`src/msfd_pkg.sv`:
```
`timescale 1ns / 1ps
package msfd_pkg;

   // default sizing
   localparam int DEF_BUFFER_BYTES = 512;
   localparam int DEF_MAX_PAYLOAD  = 256;

   // frame layout
   localparam int HDR_BYTES    = 14;
   localparam int CRC_BYTES    = 2;
   localparam int NUM_COUNTERS = 10;

   localparam logic [15:0] CRC_INIT = 16'hFFFF;
   localparam logic [15:0] CRC_POLY = 16'h1021;

   // request modes
   localparam logic [2:0] MODE_BYTE     = 3'd0;
   localparam logic [2:0] MODE_EXPIRY   = 3'd1;
   localparam logic [2:0] MODE_OVERFLOW = 3'd2;
   localparam logic [2:0] MODE_RESET    = 3'd3;
   localparam logic [2:0] MODE_READ     = 3'd4;

   // diagnostic counter indexes
   localparam logic [3:0] C_ACCEPT   = 4'd0;
   localparam logic [3:0] C_FRAMING  = 4'd1;
   localparam logic [3:0] C_LENGTH   = 4'd2;
   localparam logic [3:0] C_CRC      = 4'd3;
   localparam logic [3:0] C_VERSION  = 4'd4;
   localparam logic [3:0] C_FLAGS    = 4'd5;
   localparam logic [3:0] C_RESERVED = 4'd6;
   localparam logic [3:0] C_SEQUENCE = 4'd7;
   localparam logic [3:0] C_TIMEOUT  = 4'd8;
   localparam logic [3:0] C_OVERFLOW = 4'd9;

   // csr map
   localparam int CSR_AW = 5;
   localparam logic [2:0] REG_MAGIC    = 3'd0;
   localparam logic [2:0] REG_VERSION  = 3'd1;
   localparam logic [2:0] REG_TIMEOUT  = 3'd2;
   localparam logic [2:0] REG_FLAG_REQ = 3'd3;
   localparam logic [2:0] REG_FLAG_RSP = 3'd4;
   localparam logic [2:0] REG_FLAG_ERR = 3'd5;

   localparam logic [31:0] RST_MAGIC    = 32'd0;
   localparam logic [7:0]  RST_VERSION  = 8'd1;
   localparam logic [31:0] RST_TIMEOUT  = 32'd100;
   localparam logic [7:0]  RST_FLAG_REQ = 8'd0;
   localparam logic [7:0]  RST_FLAG_RSP = 8'd1;
   localparam logic [7:0]  RST_FLAG_ERR = 8'd2;

   typedef struct packed {
      logic [31:0] magic;
      logic [7:0]  version;
      logic [31:0] timeout;
      logic [7:0]  flag_req;
      logic [7:0]  flag_rsp;
      logic [7:0]  flag_err;
   } msfd_cfg_type;

   typedef enum logic [3:0] {
      OP_NONE,
      OP_LOAD_CNT,
      OP_SCAN_INIT,
      OP_SEEK_STEP,
      OP_DROP_POS,
      OP_DROP_TAIL,
      OP_HDR_INIT,
      OP_HDR_STEP,
      OP_PAY_STEP,
      OP_CRCL_STEP,
      OP_CRCH_STEP,
      OP_DROP_ONE,
      OP_DROP_FRAME,
      OP_EMIT_INIT,
      OP_EMIT_STEP,
      OP_EMIT_LOAD
   } msfd_op_type;

   typedef struct packed {
      msfd_op_type op;
      logic [3:0]  cause;
   } msfd_cmd_type;

   typedef struct packed {
      logic fill_lt4;
      logic fill_lt_hdr;
      logic magic_hit;
      logic seek_end;
      logic hdr_last;
      logic len_bad;
      logic fill_lt_frame;
      logic len_zero;
      logic pay_last;
      logic crc_bad;
      logic version_bad;
      logic flag_bad;
      logic rsvd_bad;
      logic seq_zero;
      logic byte_last;
      logic word_last;
      logic out_free;
   } msfd_status_type;

endpackage

```
`src/msfd_ram.sv`:
```
`timescale 1ns / 1ps
module msfd_ram #(
   parameter int WIDTH = 8,
   parameter int DEPTH = 512
) (
   input  logic                     clock,
   input  logic                     wr_en,
   input  logic [$clog2(DEPTH)-1:0] wr_addr,
   input  logic [WIDTH-1:0]         wr_data,
   input  logic [$clog2(DEPTH)-1:0] rd_addr,
   output logic [WIDTH-1:0]         rd_data
);

   logic [WIDTH-1:0] mem_ff [DEPTH];
   logic [WIDTH-1:0] rd_data_ff;

   always_ff @(posedge clock) begin
      if (wr_en) begin
         mem_ff[wr_addr] <= wr_data;
      end
      rd_data_ff <= mem_ff[rd_addr];
   end

   assign rd_data = rd_data_ff;

endmodule

```
`src/msfd_ctrl.sv`:
```
`timescale 1ns / 1ps
module msfd_ctrl import msfd_pkg::*; (
   input  logic            clock,
   input  logic            reset,
   input  logic            req_accept,
   input  logic [2:0]      req_mode,
   output logic            req_ready,
   input  msfd_status_type status,
   output msfd_cmd_type    cmd
);

   typedef enum logic [3:0] {
      S_IDLE, S_CNT, S_SCAN, S_SEEK, S_HDR_CHK, S_HREAD, S_LEN_CHK, S_PREAD,
      S_CRC_LO, S_CRC_HI, S_CHECK, S_EREAD, S_EMIT, S_FIN
   } state_type;

   state_type state_ff, state_in;
   logic      phase_ff, phase_in;   // 0: read address settling, 1: data valid

   assign req_ready = (state_ff == S_IDLE);

   always_comb begin
      state_in  = state_ff;
      phase_in  = phase_ff;
      cmd.op    = OP_NONE;
      cmd.cause = C_ACCEPT;
      unique case (state_ff)
         S_IDLE: begin
            if (req_accept) begin
               if (req_mode == MODE_BYTE) begin
                  state_in = S_SCAN;
               end else if (req_mode == MODE_READ) begin
                  state_in = S_CNT;
               end
            end
         end
         S_CNT: begin
            if (status.out_free) begin
               cmd.op   = OP_LOAD_CNT;
               state_in = S_IDLE;
            end
         end
         S_SCAN: begin
            if (status.fill_lt4) begin
               state_in = S_IDLE;
            end else begin
               cmd.op   = OP_SCAN_INIT;
               state_in = S_SEEK;
            end
         end
         S_SEEK: begin
            phase_in = !phase_ff;
            if (phase_ff) begin
               if (status.magic_hit) begin
                  cmd.op   = OP_DROP_POS;
                  state_in = S_HDR_CHK;
               end else if (status.seek_end) begin
                  cmd.op   = OP_DROP_TAIL;
                  state_in = S_IDLE;
               end else begin
                  cmd.op = OP_SEEK_STEP;
               end
            end
         end
         S_HDR_CHK: begin
            if (status.fill_lt_hdr) begin
               state_in = S_IDLE;
            end else begin
               cmd.op   = OP_HDR_INIT;
               state_in = S_HREAD;
            end
         end
         S_HREAD: begin
            phase_in = !phase_ff;
            if (phase_ff) begin
               cmd.op = OP_HDR_STEP;
               if (status.hdr_last) begin
                  state_in = S_LEN_CHK;
               end
            end
         end
         S_LEN_CHK: begin
            if (status.len_bad) begin
               cmd.op    = OP_DROP_ONE;
               cmd.cause = C_LENGTH;
               state_in  = S_SCAN;
            end else if (status.fill_lt_frame) begin
               state_in = S_IDLE;
            end else if (status.len_zero) begin
               state_in = S_CRC_LO;
            end else begin
               state_in = S_PREAD;
            end
         end
         S_PREAD: begin
            phase_in = !phase_ff;
            if (phase_ff) begin
               cmd.op = OP_PAY_STEP;
               if (status.pay_last) begin
                  state_in = S_CRC_LO;
               end
            end
         end
         S_CRC_LO: begin
            phase_in = !phase_ff;
            if (phase_ff) begin
               cmd.op   = OP_CRCL_STEP;
               state_in = S_CRC_HI;
            end
         end
         S_CRC_HI: begin
            phase_in = !phase_ff;
            if (phase_ff) begin
               cmd.op   = OP_CRCH_STEP;
               state_in = S_CHECK;
            end
         end
         S_CHECK: begin
            state_in = S_SCAN;
            if (status.crc_bad) begin
               cmd.op    = OP_DROP_ONE;
               cmd.cause = C_CRC;
            end else if (status.version_bad) begin
               cmd.op    = OP_DROP_FRAME;
               cmd.cause = C_VERSION;
            end else if (status.flag_bad) begin
               cmd.op    = OP_DROP_FRAME;
               cmd.cause = C_FLAGS;
            end else if (status.rsvd_bad) begin
               cmd.op    = OP_DROP_FRAME;
               cmd.cause = C_RESERVED;
            end else if (status.seq_zero) begin
               cmd.op    = OP_DROP_FRAME;
               cmd.cause = C_SEQUENCE;
            end else begin
               cmd.op   = OP_EMIT_INIT;
               state_in = S_EREAD;
            end
         end
         S_EREAD: begin
            phase_in = !phase_ff;
            if (phase_ff) begin
               cmd.op = OP_EMIT_STEP;
               if (status.byte_last) begin
                  state_in = S_EMIT;
               end
            end
         end
         S_EMIT: begin
            if (status.out_free) begin
               cmd.op   = OP_EMIT_LOAD;
               state_in = status.word_last ? S_FIN : S_EREAD;
            end
         end
         S_FIN: begin
            cmd.op    = OP_DROP_FRAME;
            cmd.cause = C_ACCEPT;
            state_in  = S_IDLE;
         end
         default: begin
            state_in = S_IDLE;
         end
      endcase
   end

   always_ff @(posedge clock) begin
      if (reset) begin
         state_ff <= S_IDLE;
         phase_ff <= 1'b0;
      end else begin
         state_ff <= state_in;
         phase_ff <= phase_in;
      end
   end

`ifndef NO_ASSERTIONS
   a_load_when_free: assert property (@(posedge clock) disable iff (reset)
      (cmd.op == OP_EMIT_LOAD || cmd.op == OP_LOAD_CNT) |-> status.out_free)
      else $error("result loaded while output register busy");

   a_phase_idle: assert property (@(posedge clock) disable iff (reset)
      (state_ff == S_IDLE) |-> !phase_ff)
      else $error("read phase left set in idle");
`endif

endmodule

```
`src/msfd_dpath.sv`:
```
`timescale 1ns / 1ps
module msfd_dpath import msfd_pkg::*; #(
   parameter int BUFFER_BYTES = DEF_BUFFER_BYTES,
   parameter int MAX_PAYLOAD  = DEF_MAX_PAYLOAD
) (
   input  logic            clock,
   input  logic            reset,
   input  msfd_cfg_type    cfg,
   input  logic            req_accept,
   input  logic [2:0]      req_mode,
   input  logic [7:0]      req_byte,
   input  logic [31:0]     req_now,
   input  logic [3:0]      req_cidx,
   input  msfd_cmd_type    cmd,
   output msfd_status_type status,
   output logic            rsp_valid,
   input  logic            rsp_ready,
   output logic            rsp_frame_valid,
   output logic [7:0]      rsp_frame_flag,
   output logic [7:0]      rsp_frame_type,
   output logic [31:0]     rsp_frame_sequence,
   output logic [8:0]      rsp_payload_length,
   output logic [4:0]      rsp_word_index,
   output logic [63:0]     rsp_payload_word,
   output logic            rsp_last,
   output logic [31:0]     rsp_counter_value
);

   localparam int AW = $clog2(BUFFER_BYTES);
   localparam int FW = $clog2(BUFFER_BYTES + 1);
   localparam int IW = $clog2(BUFFER_BYTES + MAX_PAYLOAD + 32);
   localparam int SW = IW + 1;
   localparam int OW = $clog2(MAX_PAYLOAD + 16);

   function automatic logic [AW-1:0] wrap_addr(input logic [SW-1:0] s);
      logic [SW-1:0] t;
      t = (s >= SW'(BUFFER_BYTES)) ? s - SW'(BUFFER_BYTES) : s;
      return t[AW-1:0];
   endfunction

   function automatic logic [15:0] crc_byte(input logic [15:0] c, input logic [7:0] b);
      logic [15:0] r;
      r = c ^ {b, 8'h00};
      for (int i = 0; i < 8; i++) begin
         r = r[15] ? ((r << 1) ^ CRC_POLY) : (r << 1);
      end
      return r;
   endfunction

   logic [AW-1:0] head_ff, head_in;
   logic [FW-1:0] fill_ff, fill_in;
   logic [31:0]   last_time_ff, last_time_in;
   logic          have_ff, have_in;
   logic [31:0]   cnt_ff [NUM_COUNTERS];
   logic [NUM_COUNTERS-1:0] bump;
   logic [IW-1:0] idx_ff, idx_in;
   logic [31:0]   win_ff, win_in;
   logic [15:0]   crc_ff, crc_in;
   logic [79:0]   hdr_ff, hdr_in;
   logic [15:0]   crc_rx_ff, crc_rx_in;
   logic [OW-1:0] off_ff, off_in;
   logic [4:0]    w_ff, w_in;
   logic [63:0]   word_ff, word_in;
   logic [3:0]    cidx_ff, cidx_in;

   logic          rsp_valid_ff, rsp_valid_in;
   logic          o_fv_ff, o_fv_in, o_last_ff, o_last_in;
   logic [7:0]    o_flag_ff, o_flag_in, o_type_ff, o_type_in;
   logic [31:0]   o_seq_ff, o_seq_in, o_cnt_ff, o_cnt_in;
   logic [8:0]    o_len_ff, o_len_in;
   logic [4:0]    o_widx_ff, o_widx_in;
   logic [63:0]   o_word_ff, o_word_in;

   // ram
   logic          wr_en;
   logic [AW-1:0] wr_addr;
   logic [7:0]    rdata;

   // header fields
   logic [7:0]  h_version, h_flag, h_type, h_rsvd;
   logic [31:0] h_seq;
   logic [15:0] h_len;
   logic [16:0] len17;
   logic [15:0] lm1;
   logic [4:0]  words_m1;

   logic          gap;
   logic [FW-1:0] f0, f1, drop_n;
   logic          do_drop;
   logic [31:0]   win_next;
   logic [1:0]    keep;

   assign h_version = hdr_ff[7:0];
   assign h_flag    = hdr_ff[15:8];
   assign h_type    = hdr_ff[23:16];
   assign h_rsvd    = hdr_ff[31:24];
   assign h_seq     = hdr_ff[63:32];
   assign h_len     = hdr_ff[79:64];
   assign len17     = {1'b0, h_len};
   assign lm1       = h_len - 16'd1;

   always_comb begin
      if (h_len == 16'd0) begin
         words_m1 = 5'd0;
      end else if (lm1[15:3] > 13'd31) begin
         words_m1 = 5'd31;
      end else begin
         words_m1 = lm1[7:3];
      end
   end

   assign gap = have_ff && (fill_ff != '0) && ((req_now - last_time_ff) >= cfg.timeout);
   assign f0  = gap ? '0 : fill_ff;
   assign f1  = (f0 >= FW'(BUFFER_BYTES)) ? '0 : f0;

   assign win_next = {rdata, win_ff[31:8]};

   always_comb begin
      if (win_next[31:8] == cfg.magic[23:0]) begin
         keep = 2'd3;
      end else if (win_next[31:16] == cfg.magic[15:0]) begin
         keep = 2'd2;
      end else if (win_next[31:24] == cfg.magic[7:0]) begin
         keep = 2'd1;
      end else begin
         keep = 2'd0;
      end
   end

   msfd_ram #(.WIDTH(8), .DEPTH(BUFFER_BYTES)) u_buf (
      .clock   (clock),
      .wr_en   (wr_en),
      .wr_addr (wr_addr),
      .wr_data (req_byte),
      .rd_addr (wrap_addr(SW'(head_ff) + SW'(idx_ff))),
      .rd_data (rdata)
   );

   assign wr_en   = req_accept && (req_mode == MODE_BYTE);
   assign wr_addr = wrap_addr(SW'(head_ff) + SW'(f1));

   // status
   always_comb begin
      status.fill_lt4      = fill_ff < FW'(4);
      status.fill_lt_hdr   = fill_ff < FW'(HDR_BYTES);
      status.magic_hit     = (idx_ff >= IW'(3)) && (win_next == cfg.magic);
      status.seek_end      = (SW'(idx_ff) + SW'(1)) == SW'(fill_ff);
      status.hdr_last      = idx_ff == IW'(HDR_BYTES - 1);
      status.len_bad       = len17 > 17'(MAX_PAYLOAD);
      status.fill_lt_frame = 17'(fill_ff) < (len17 + 17'(HDR_BYTES + CRC_BYTES));
      status.len_zero      = h_len == 16'd0;
      status.pay_last      = 17'(idx_ff) == (len17 + 17'(HDR_BYTES - 1));
      status.crc_bad       = crc_rx_ff != crc_ff;
      status.version_bad   = h_version != cfg.version;
      status.flag_bad      = (h_flag != cfg.flag_req) && (h_flag != cfg.flag_rsp) &&
                             (h_flag != cfg.flag_err);
      status.rsvd_bad      = h_rsvd != 8'd0;
      status.seq_zero      = h_seq == 32'd0;
      status.byte_last     = off_ff[2:0] == 3'd7;
      status.word_last     = w_ff == words_m1;
      status.out_free      = !rsp_valid_ff || rsp_ready;
   end

   always_comb begin
      head_in      = head_ff;
      fill_in      = fill_ff;
      last_time_in = last_time_ff;
      have_in      = have_ff;
      bump         = '0;
      idx_in       = idx_ff;
      win_in       = win_ff;
      crc_in       = crc_ff;
      hdr_in       = hdr_ff;
      crc_rx_in    = crc_rx_ff;
      off_in       = off_ff;
      w_in         = w_ff;
      word_in      = word_ff;
      cidx_in      = cidx_ff;
      drop_n       = '0;
      do_drop      = 1'b0;

      rsp_valid_in = rsp_valid_ff && !rsp_ready;
      o_fv_in      = o_fv_ff;
      o_last_in    = o_last_ff;
      o_flag_in    = o_flag_ff;
      o_type_in    = o_type_ff;
      o_seq_in     = o_seq_ff;
      o_cnt_in     = o_cnt_ff;
      o_len_in     = o_len_ff;
      o_widx_in    = o_widx_ff;
      o_word_in    = o_word_ff;

      if (req_accept) begin
         unique case (req_mode)
            MODE_BYTE: begin
               fill_in      = f1 + FW'(1);
               last_time_in = req_now;
               have_in      = 1'b1;
               bump[C_TIMEOUT]  = gap;
               bump[C_OVERFLOW] = f0 >= FW'(BUFFER_BYTES);
            end
            MODE_EXPIRY: begin
               fill_in         = f0;
               bump[C_TIMEOUT] = gap;
            end
            MODE_OVERFLOW: begin
               fill_in          = '0;
               have_in          = 1'b0;
               bump[C_OVERFLOW] = 1'b1;
            end
            MODE_RESET: begin
               fill_in      = '0;
               last_time_in = '0;
               have_in      = 1'b0;
            end
            MODE_READ: begin
               cidx_in = req_cidx;
            end
            default: ;
         endcase
      end

      case (cmd.op)
         OP_LOAD_CNT: begin
            rsp_valid_in = 1'b1;
            o_fv_in      = 1'b0;
            o_last_in    = 1'b1;
            o_flag_in    = '0;
            o_type_in    = '0;
            o_seq_in     = '0;
            o_len_in     = '0;
            o_widx_in    = '0;
            o_word_in    = '0;
            o_cnt_in     = (cidx_ff < 4'(NUM_COUNTERS)) ? cnt_ff[cidx_ff] : 32'd0;
         end
         OP_SCAN_INIT: begin
            idx_in = '0;
            win_in = '0;
         end
         OP_SEEK_STEP: begin
            win_in = win_next;
            idx_in = idx_ff + IW'(1);
         end
         OP_DROP_POS: begin
            do_drop = 1'b1;
            drop_n  = FW'(idx_ff - IW'(3));
            bump[C_FRAMING] = idx_ff != IW'(3);
         end
         OP_DROP_TAIL: begin
            do_drop = 1'b1;
            drop_n  = fill_ff - FW'(keep);
            bump[C_FRAMING] = fill_ff != FW'(keep);
         end
         OP_HDR_INIT: begin
            idx_in = IW'(4);
            crc_in = CRC_INIT;
         end
         OP_HDR_STEP: begin
            hdr_in = {rdata, hdr_ff[79:8]};
            crc_in = crc_byte(crc_ff, rdata);
            idx_in = idx_ff + IW'(1);
         end
         OP_PAY_STEP: begin
            crc_in = crc_byte(crc_ff, rdata);
            idx_in = idx_ff + IW'(1);
         end
         OP_CRCL_STEP: begin
            crc_rx_in[7:0] = rdata;
            idx_in = idx_ff + IW'(1);
         end
         OP_CRCH_STEP: begin
            crc_rx_in[15:8] = rdata;
         end
         OP_DROP_ONE: begin
            do_drop = 1'b1;
            drop_n  = FW'(1);
            bump[cmd.cause] = 1'b1;
         end
         OP_DROP_FRAME: begin
            do_drop = 1'b1;
            drop_n  = FW'(len17 + 17'(HDR_BYTES + CRC_BYTES));
            bump[cmd.cause] = 1'b1;
         end
         OP_EMIT_INIT: begin
            idx_in = IW'(HDR_BYTES);
            off_in = '0;
            w_in   = '0;
         end
         OP_EMIT_STEP: begin
            word_in = {((17'(off_ff) < len17) ? rdata : 8'd0), word_ff[63:8]};
            off_in  = off_ff + OW'(1);
            idx_in  = idx_ff + IW'(1);
         end
         OP_EMIT_LOAD: begin
            rsp_valid_in = 1'b1;
            o_fv_in      = 1'b1;
            o_last_in    = w_ff == words_m1;
            o_flag_in    = h_flag;
            o_type_in    = h_type;
            o_seq_in     = h_seq;
            o_len_in     = h_len[8:0];
            o_widx_in    = w_ff;
            o_word_in    = word_ff;
            o_cnt_in     = '0;
            w_in         = w_ff + 5'd1;
         end
         default: ;
      endcase

      if (do_drop) begin
         head_in = wrap_addr(SW'(head_ff) + SW'(drop_n));
         fill_in = fill_ff - drop_n;
      end
   end

   always_ff @(posedge clock) begin
      if (reset) begin
         head_ff      <= '0;
         fill_ff      <= '0;
         last_time_ff <= '0;
         have_ff      <= 1'b0;
         rsp_valid_ff <= 1'b0;
         for (int i = 0; i < NUM_COUNTERS; i++) begin
            cnt_ff[i] <= '0;
         end
      end else begin
         head_ff      <= head_in;
         fill_ff      <= fill_in;
         last_time_ff <= last_time_in;
         have_ff      <= have_in;
         rsp_valid_ff <= rsp_valid_in;
         for (int i = 0; i < NUM_COUNTERS; i++) begin
            if (bump[i] && (cnt_ff[i] != '1)) begin
               cnt_ff[i] <= cnt_ff[i] + 32'd1;
            end
         end
      end
   end

   always_ff @(posedge clock) begin
      idx_ff    <= idx_in;
      win_ff    <= win_in;
      crc_ff    <= crc_in;
      hdr_ff    <= hdr_in;
      crc_rx_ff <= crc_rx_in;
      off_ff    <= off_in;
      w_ff      <= w_in;
      word_ff   <= word_in;
      cidx_ff   <= cidx_in;
      o_fv_ff   <= o_fv_in;
      o_last_ff <= o_last_in;
      o_flag_ff <= o_flag_in;
      o_type_ff <= o_type_in;
      o_seq_ff  <= o_seq_in;
      o_cnt_ff  <= o_cnt_in;
      o_len_ff  <= o_len_in;
      o_widx_ff <= o_widx_in;
      o_word_ff <= o_word_in;
   end

   assign rsp_valid          = rsp_valid_ff;
   assign rsp_frame_valid    = o_fv_ff;
   assign rsp_frame_flag     = o_flag_ff;
   assign rsp_frame_type     = o_type_ff;
   assign rsp_frame_sequence = o_seq_ff;
   assign rsp_payload_length = o_len_ff;
   assign rsp_word_index     = o_widx_ff;
   assign rsp_payload_word   = o_word_ff;
   assign rsp_last           = o_last_ff;
   assign rsp_counter_value  = o_cnt_ff;

`ifndef NO_ASSERTIONS
   a_fill_bound: assert property (@(posedge clock) disable iff (reset)
      fill_ff <= FW'(BUFFER_BYTES))
      else $error("fill count beyond buffer size");

   a_head_bound: assert property (@(posedge clock) disable iff (reset)
      SW'(head_ff) < SW'(BUFFER_BYTES))
      else $error("head pointer out of range");

   a_accept_cnt_mono: assert property (@(posedge clock) disable iff (reset)
      !$past(reset) |-> cnt_ff[C_ACCEPT] >= $past(cnt_ff[C_ACCEPT]))
      else $error("accept counter decreased");
`endif

endmodule

```
`src/magic_sync_frame_deframer_unit.sv`:
```
`timescale 1ns / 1ps
// Magic-word frame deframer with CRC-16/CCITT-FALSE.
// req_* : stream of items (mode, link byte, ms timestamp, counter index).
//   Mode 0 pushes a byte, 1 checks the inter-byte timeout, 2 flags a transport
//   overflow, 3 resets the parser, 4 reads a diagnostic counter.
// rsp_* : accepted frames as 64-bit payload words (tuser = frame valid,
//   tlast on the final word), or one counter value for mode 4.
// csr_* : APB-style register port for magic word, version, timeout and the
//   three accepted flag codes.
// Throughput: one item at a time. Modes 1-3 and 5-7 leave the controller idle. A
//   byte starts a rescan of the receive buffer by the controller, each buffered
//   byte read through a RAM with registered read: the magic search, the
//   header/payload CRC pass, and, for an accepted frame, a pass that packs eight
//   payload bytes into each output word.
// Reset clears the buffer fill, timestamps, counters and registers; no clearing
//   pass. When the receiver stalls the output register holds its word and the
//   controller waits before loading the next one; req_tready stays low.
module magic_sync_frame_deframer_unit import msfd_pkg::*; #(
   parameter int BUFFER_BYTES = DEF_BUFFER_BYTES,
   parameter int MAX_PAYLOAD  = DEF_MAX_PAYLOAD
) (
   input  logic              clock,
   input  logic              reset,
   input  logic              req_tvalid,
   output logic              req_tready,
   // [2:0] mode, [10:3] data_byte, [42:11] now_ms, [46:43] counter_index
   input  logic [47:0]       req_tdata,
   output logic              rsp_tvalid,
   input  logic              rsp_tready,
   // [7:0] frame_flag, [15:8] frame_type, [47:16] frame_sequence,
   // [56:48] payload_length, [61:57] word_index, [125:62] payload_word,
   // [157:126] counter_value
   output logic [159:0]      rsp_tdata,
   // [0] frame_valid
   output logic              rsp_tuser,
   output logic              rsp_tlast,
   input  logic              csr_psel,
   input  logic              csr_penable,
   input  logic              csr_pwrite,
   input  logic [CSR_AW-1:0] csr_paddr,
   input  logic [31:0]       csr_pwdata,
   output logic [31:0]       csr_prdata,
   output logic              csr_pready
);

   msfd_cfg_type    cfg_ff, cfg_in;
   msfd_cmd_type    cmd;
   msfd_status_type status;
   logic            req_accept;
   logic            csr_wr;
   logic [2:0]      reg_sel;

   logic [7:0]  o_flag, o_type;
   logic [31:0] o_seq, o_cnt;
   logic [8:0]  o_len;
   logic [4:0]  o_widx;
   logic [63:0] o_word;

   assign req_accept = req_tvalid && req_tready;

   // register file
   assign csr_pready = 1'b1;
   assign csr_wr     = csr_psel && csr_penable && csr_pwrite;
   assign reg_sel    = csr_paddr[4:2];

   always_comb begin
      cfg_in = cfg_ff;
      if (csr_wr) begin
         unique case (reg_sel)
            REG_MAGIC:    cfg_in.magic    = csr_pwdata;
            REG_VERSION:  cfg_in.version  = csr_pwdata[7:0];
            REG_TIMEOUT:  cfg_in.timeout  = csr_pwdata;
            REG_FLAG_REQ: cfg_in.flag_req = csr_pwdata[7:0];
            REG_FLAG_RSP: cfg_in.flag_rsp = csr_pwdata[7:0];
            REG_FLAG_ERR: cfg_in.flag_err = csr_pwdata[7:0];
            default: ;
         endcase
      end
   end

   always_comb begin
      unique case (reg_sel)
         REG_MAGIC:    csr_prdata = cfg_ff.magic;
         REG_VERSION:  csr_prdata = {24'd0, cfg_ff.version};
         REG_TIMEOUT:  csr_prdata = cfg_ff.timeout;
         REG_FLAG_REQ: csr_prdata = {24'd0, cfg_ff.flag_req};
         REG_FLAG_RSP: csr_prdata = {24'd0, cfg_ff.flag_rsp};
         REG_FLAG_ERR: csr_prdata = {24'd0, cfg_ff.flag_err};
         default:      csr_prdata = 32'd0;
      endcase
   end

   always_ff @(posedge clock) begin
      if (reset) begin
         cfg_ff.magic    <= RST_MAGIC;
         cfg_ff.version  <= RST_VERSION;
         cfg_ff.timeout  <= RST_TIMEOUT;
         cfg_ff.flag_req <= RST_FLAG_REQ;
         cfg_ff.flag_rsp <= RST_FLAG_RSP;
         cfg_ff.flag_err <= RST_FLAG_ERR;
      end else begin
         cfg_ff <= cfg_in;
      end
   end

   // sequencer
   msfd_ctrl u_ctrl (
      .clock      (clock),
      .reset      (reset),
      .req_accept (req_accept),
      .req_mode   (req_tdata[2:0]),
      .req_ready  (req_tready),
      .status     (status),
      .cmd        (cmd)
   );

   // buffer, checks, counters and output register
   msfd_dpath #(
      .BUFFER_BYTES (BUFFER_BYTES),
      .MAX_PAYLOAD  (MAX_PAYLOAD)
   ) u_dpath (
      .clock              (clock),
      .reset              (reset),
      .cfg                (cfg_ff),
      .req_accept         (req_accept),
      .req_mode           (req_tdata[2:0]),
      .req_byte           (req_tdata[10:3]),
      .req_now            (req_tdata[42:11]),
      .req_cidx           (req_tdata[46:43]),
      .cmd                (cmd),
      .status             (status),
      .rsp_valid          (rsp_tvalid),
      .rsp_ready          (rsp_tready),
      .rsp_frame_valid    (rsp_tuser),
      .rsp_frame_flag     (o_flag),
      .rsp_frame_type     (o_type),
      .rsp_frame_sequence (o_seq),
      .rsp_payload_length (o_len),
      .rsp_word_index     (o_widx),
      .rsp_payload_word   (o_word),
      .rsp_last           (rsp_tlast),
      .rsp_counter_value  (o_cnt)
   );

   assign rsp_tdata = {2'b00, o_cnt, o_word, o_widx, o_len, o_seq, o_type, o_flag};

endmodule

```
`config.mk`:
```
export PLATFORM = sky130hd
export DESIGN_NAME = magic_sync_frame_deframer_unit
export DESIGN_NICKNAME = d
export VERILOG_FILES = /design/src/msfd_pkg.sv /design/src/msfd_ram.sv /design/src/msfd_ctrl.sv /design/src/msfd_dpath.sv /design/src/magic_sync_frame_deframer_unit.sv
export SDC_FILE = /design/constraint.sdc
export NUM_CORES = 2
export LEC_CHECK = 0
export BUFFER_PORTS_ARGS = -buffer_cell sky130_fd_sc_hd__buf_2
export CORE_MARGIN = 1.5
export CORE_UTILIZATION = 55
export CTS_CLUSTER_DIAMETER = 30
export DETAILED_ROUTE_END_ITERATION = 10
export HOLD_SLACK_MARGIN = 0.15
export PLACE_DENSITY = 0.8
export SLEW_MARGIN = 25
export SYNTH_ARGS = -nofsm -noshare
export SYNTH_HDL_FRONTEND = slang
export SYNTH_MEMORY_MAX_BITS = 65536
export SYNTH_SLANG_ARGS = --single-unit
```
`constraint.sdc`:
```
create_clock -name clock -period 11.4 [get_ports clock]
set_input_delay 0 -clock clock [delete_from_list [all_inputs] [get_ports clock]]
set_output_delay 0 -clock clock [all_outputs]
set_load 0.01 [all_outputs]
```
==> metrics.txt <==
Worst Min Path Start=req_tdata[43]; fin nets=roughly 12k; register-to-register setup slack=1.24 ns; first-pass GRT wire length=868.8 mm; Post-DRT Antenna Nets=0; Synth Instances=11.04k; fin crit share=0.8915; Ports=between 200 and 300; Synth Flop Type=edfxtp_1; Post-synth EDFFs=4804; Yosys top cell area share=0.6976; Util after Layout=0.6604; Final WS setup=1.237 ns; clk_lat worst skew=1.13 ns; area of the core=373300 um2; maximum VDD drop=0.2003 mV; total grt overflow=0; dpl cells=16.19k; Synth top cells by count=edfxtp_1, mux4_2, nor2_1; Seq/Total Area, Yosys=0.7136; Least-Margin Pin Slew=1.266 ns; synth unique cells=85; Max Slew Vio Count=0; final setup fails=0; Setup TNS=0 ns; Die ar.=about 380000 um2; Crit path top cell by count=ha_1; synthesized flop and latch total=4970; status=finished, final reports clean; Synth area leader=edfxtp_1; leading cell type by number of instances after synthesis=edfxtp_1; CP Launch Point=u_dpath.last_time_ff[0]$_SDFFE_PP0P_; worst-case reg-to-reg path depth=30; slowest stage delay, CP=1.07 ns; largest net degree at the start of global routing=205; DRC viols=0; CP required=12.19 ns; multi-input logic area=between 50000 and 60000 um2; DIE HEIGHT=616.2 um; hpwl dp=roughly 310 mm; MaxCap Viol Count=0; worst reg2reg path endpoint=u_dpath.u_buf.mem_ff[227][1]$_DFFE_PP_; FMAX=between 90 and 100 MHz; first drt pass iteration count=11; Leak Pwr=80.77 nW; mean routed wirelength per cell=34.33 um; relative slew slack=0.1559; final worst path period need=between 10 and 15 ns; cell area after layout=246600 um2; Tightest Hold Check Type=in -> reg; root buffer cell=clkbuf_16; first-iteration detailed-routing DRC count=roughly 19k; syn_area_per_cell=18.74 um2; CP max stage cell=nor4_1; CP Launch Type=flop; I/O Buffers=between 200 and 300; RSZ-0062 raised after global routing=no; CP Capture Type=flop; RD Place Congestion=0.9090; via count=123.2k; CTS tree=built; Post-synth ARST share=0; final hold vios=0; filler cell count=around 22k; FF+latch area=147600 um2; Die X=just over 600 um; count of non-filler cells in the finished layout=17.83k; Bufs on Longest Clock Path=4; post-CTS setup buffer count=0; Pwr Density=approximately 210 nW/um2; worst flop-to-flop path startpoint=u_dpath.last_time_ff[0]$_SDFFE_PP0P_; gr usage total=0.3126; Crit Path Max Fanout=19; initial antenna violation count=43; vias in the first global route=123.2k; Worst Skew=around 0.11 ns; vias per inst=6.910; total power=approximately 52 mW; layout cells sized above 1=0.2937; Clock H-tree levels=6; DP Area=217300 um2; Ys Warns=0; Clock Pin Slew Worst Setup and Hold Paths=0.06 ns; CTS sink cnt=4970; site row count=224; Post-Place Setup Slack=around 1.7 ns; worst hold path stage count=3; top post-synthesis cells by area=edfxtp_1, mux4_2, dfxtp_1; final WL=612.1 mm; Layout area overhead=19.22%; WS Path Type=reg -> reg; CTS Buf Count=725; hold path endpoint=u_dpath.cidx_ff[0]$_DFFE_PP_; cell area after synthesis=206800 um2; final hold slack=about 0.24 ns; crit path DAT=10.95 ns; initial core utilization=0.5540
-- how the worst max path moves through the flow --
stage | to
floorplan | u_dpath.rsp_counter_value[0]$_SDFFCE_PP0P_
global placement | u_dpath.u_buf.mem_ff[467][2]$_DFFE_PP_
detailed placement | u_dpath.u_buf.mem_ff[180][7]$_DFFE_PP_
CTS | u_dpath.u_buf.mem_ff[180][3]$_DFFE_PP_
global route | u_dpath.u_buf.mem_ff[249][5]$_DFFE_PP_
finish | u_dpath.u_buf.mem_ff[227][1]$_DFFE_PP_
-- worst max-delay path: cells and delay by family, from the launching register on --
family / cells / cell delay, ns
fa+ha+maj: 4 / 1.36
compound gates: 11 / 3.06
simple gates: 10 / 4.15
flops: 1 / 0.34
buf+inv: 3 / 0.60
xor+xnor: 2 / 0.33
-- what timing repair did --
item,CTS,global route
hold buffers,250,0
endpoints found under the hold margin,2844,0
gates resized for setup,0,0
-- cells in the final DEF (no fill, tap or decap), types with 66 or more instances in the layout --
master,instances
clkinv_2,87
clkinv_1,77
a211oi_1,116
nand2_1,411
buf_4,608
buf_2,273
bufinv_16,97
inv_6,76
clkinvlp_4,81
clkinv_4,66
xnor2_1,281
a21oi_1,208
edfxtp_1,4804
nor2_1,585
clkbuf_16,732
nor2b_1,76
and3_1,105
xor2_1,276
nand4_1,87
dfxtp_1,162
mux4_2,1408
ha_1,133
and2_1,144
inv_1,163
nor4_1,457
mux2i_1,88
dlygate4sd3_1,243
nand3_1,181
-- cell families (layout without fill, tap and decap cells) --
| logic type | after synthesis | after routing | share of synthesized area |
|---|---|---|---|
| AO/OA/AOI/OAI | 607 | 607 | 0.01959 |
| AND/OR/NAND/NOR | 2333 | 2333 | 0.05876 |
| adder cells (fa/ha/maj) | 140 | 140 | 0.008646 |
| buffers and inverters | 915 | 2708 | 0.01717 |
| flip-flops | 4970 | 4970 | 0.7136 |
| other | 2 | 28 | 0.00003631 |
| XOR/XNOR | 569 | 569 | 0.02430 |
| multiplexers | 1501 | 1501 | 0.1579 |
-- final cells by class --
type,count,area share
flip-flops and latches,4970,0.5986
multi-input cells,5153,0.2301
clock buffers,785,0.07522
repair buffers,1191,0.03913
clock inverters,567,0.02888
well taps,4972,0.02523
inverters,165,0.002512
diodes,25,0.0002537
-- flip-flops by register name, indices dropped and copies added (netlist names), 16 cells and up, named ones only --
signal                      count
u_dpath.rsp_payload_word       64
u_dpath.cnt_ff                320
u_dpath.win_ff                 24
u_dpath.rsp_counter_value      32
cfg_ff                         96
u_dpath.crc_rx_ff              16
u_dpath.u_buf.mem_ff         4096
u_dpath.crc_ff                 16
u_dpath.word_ff                64
u_dpath.rsp_frame_sequence     32
u_dpath.hdr_ff                 80
u_dpath.last_time_ff           32
-- routing by layer --
layer | GRT usage | up-vias | share of wire
li1 | - | 47500 | -
met5 | 0 | - | 0.00079
met3 | 0.07269 | 2047 | 0.12
met4 | 0.1547 | 68 | 0.061
met1 | 0.3949 | 62700 | 0.33
met2 | 0.5122 | 10870 | 0.49
-- where the power goes --
part | switching [mW] | internal (mW)
Clock | 9.32 | 14.3
Sequential | 0.283 | 20.4
Combinational | 4.38 | 3.11
(Power assumes the default switching activity.)
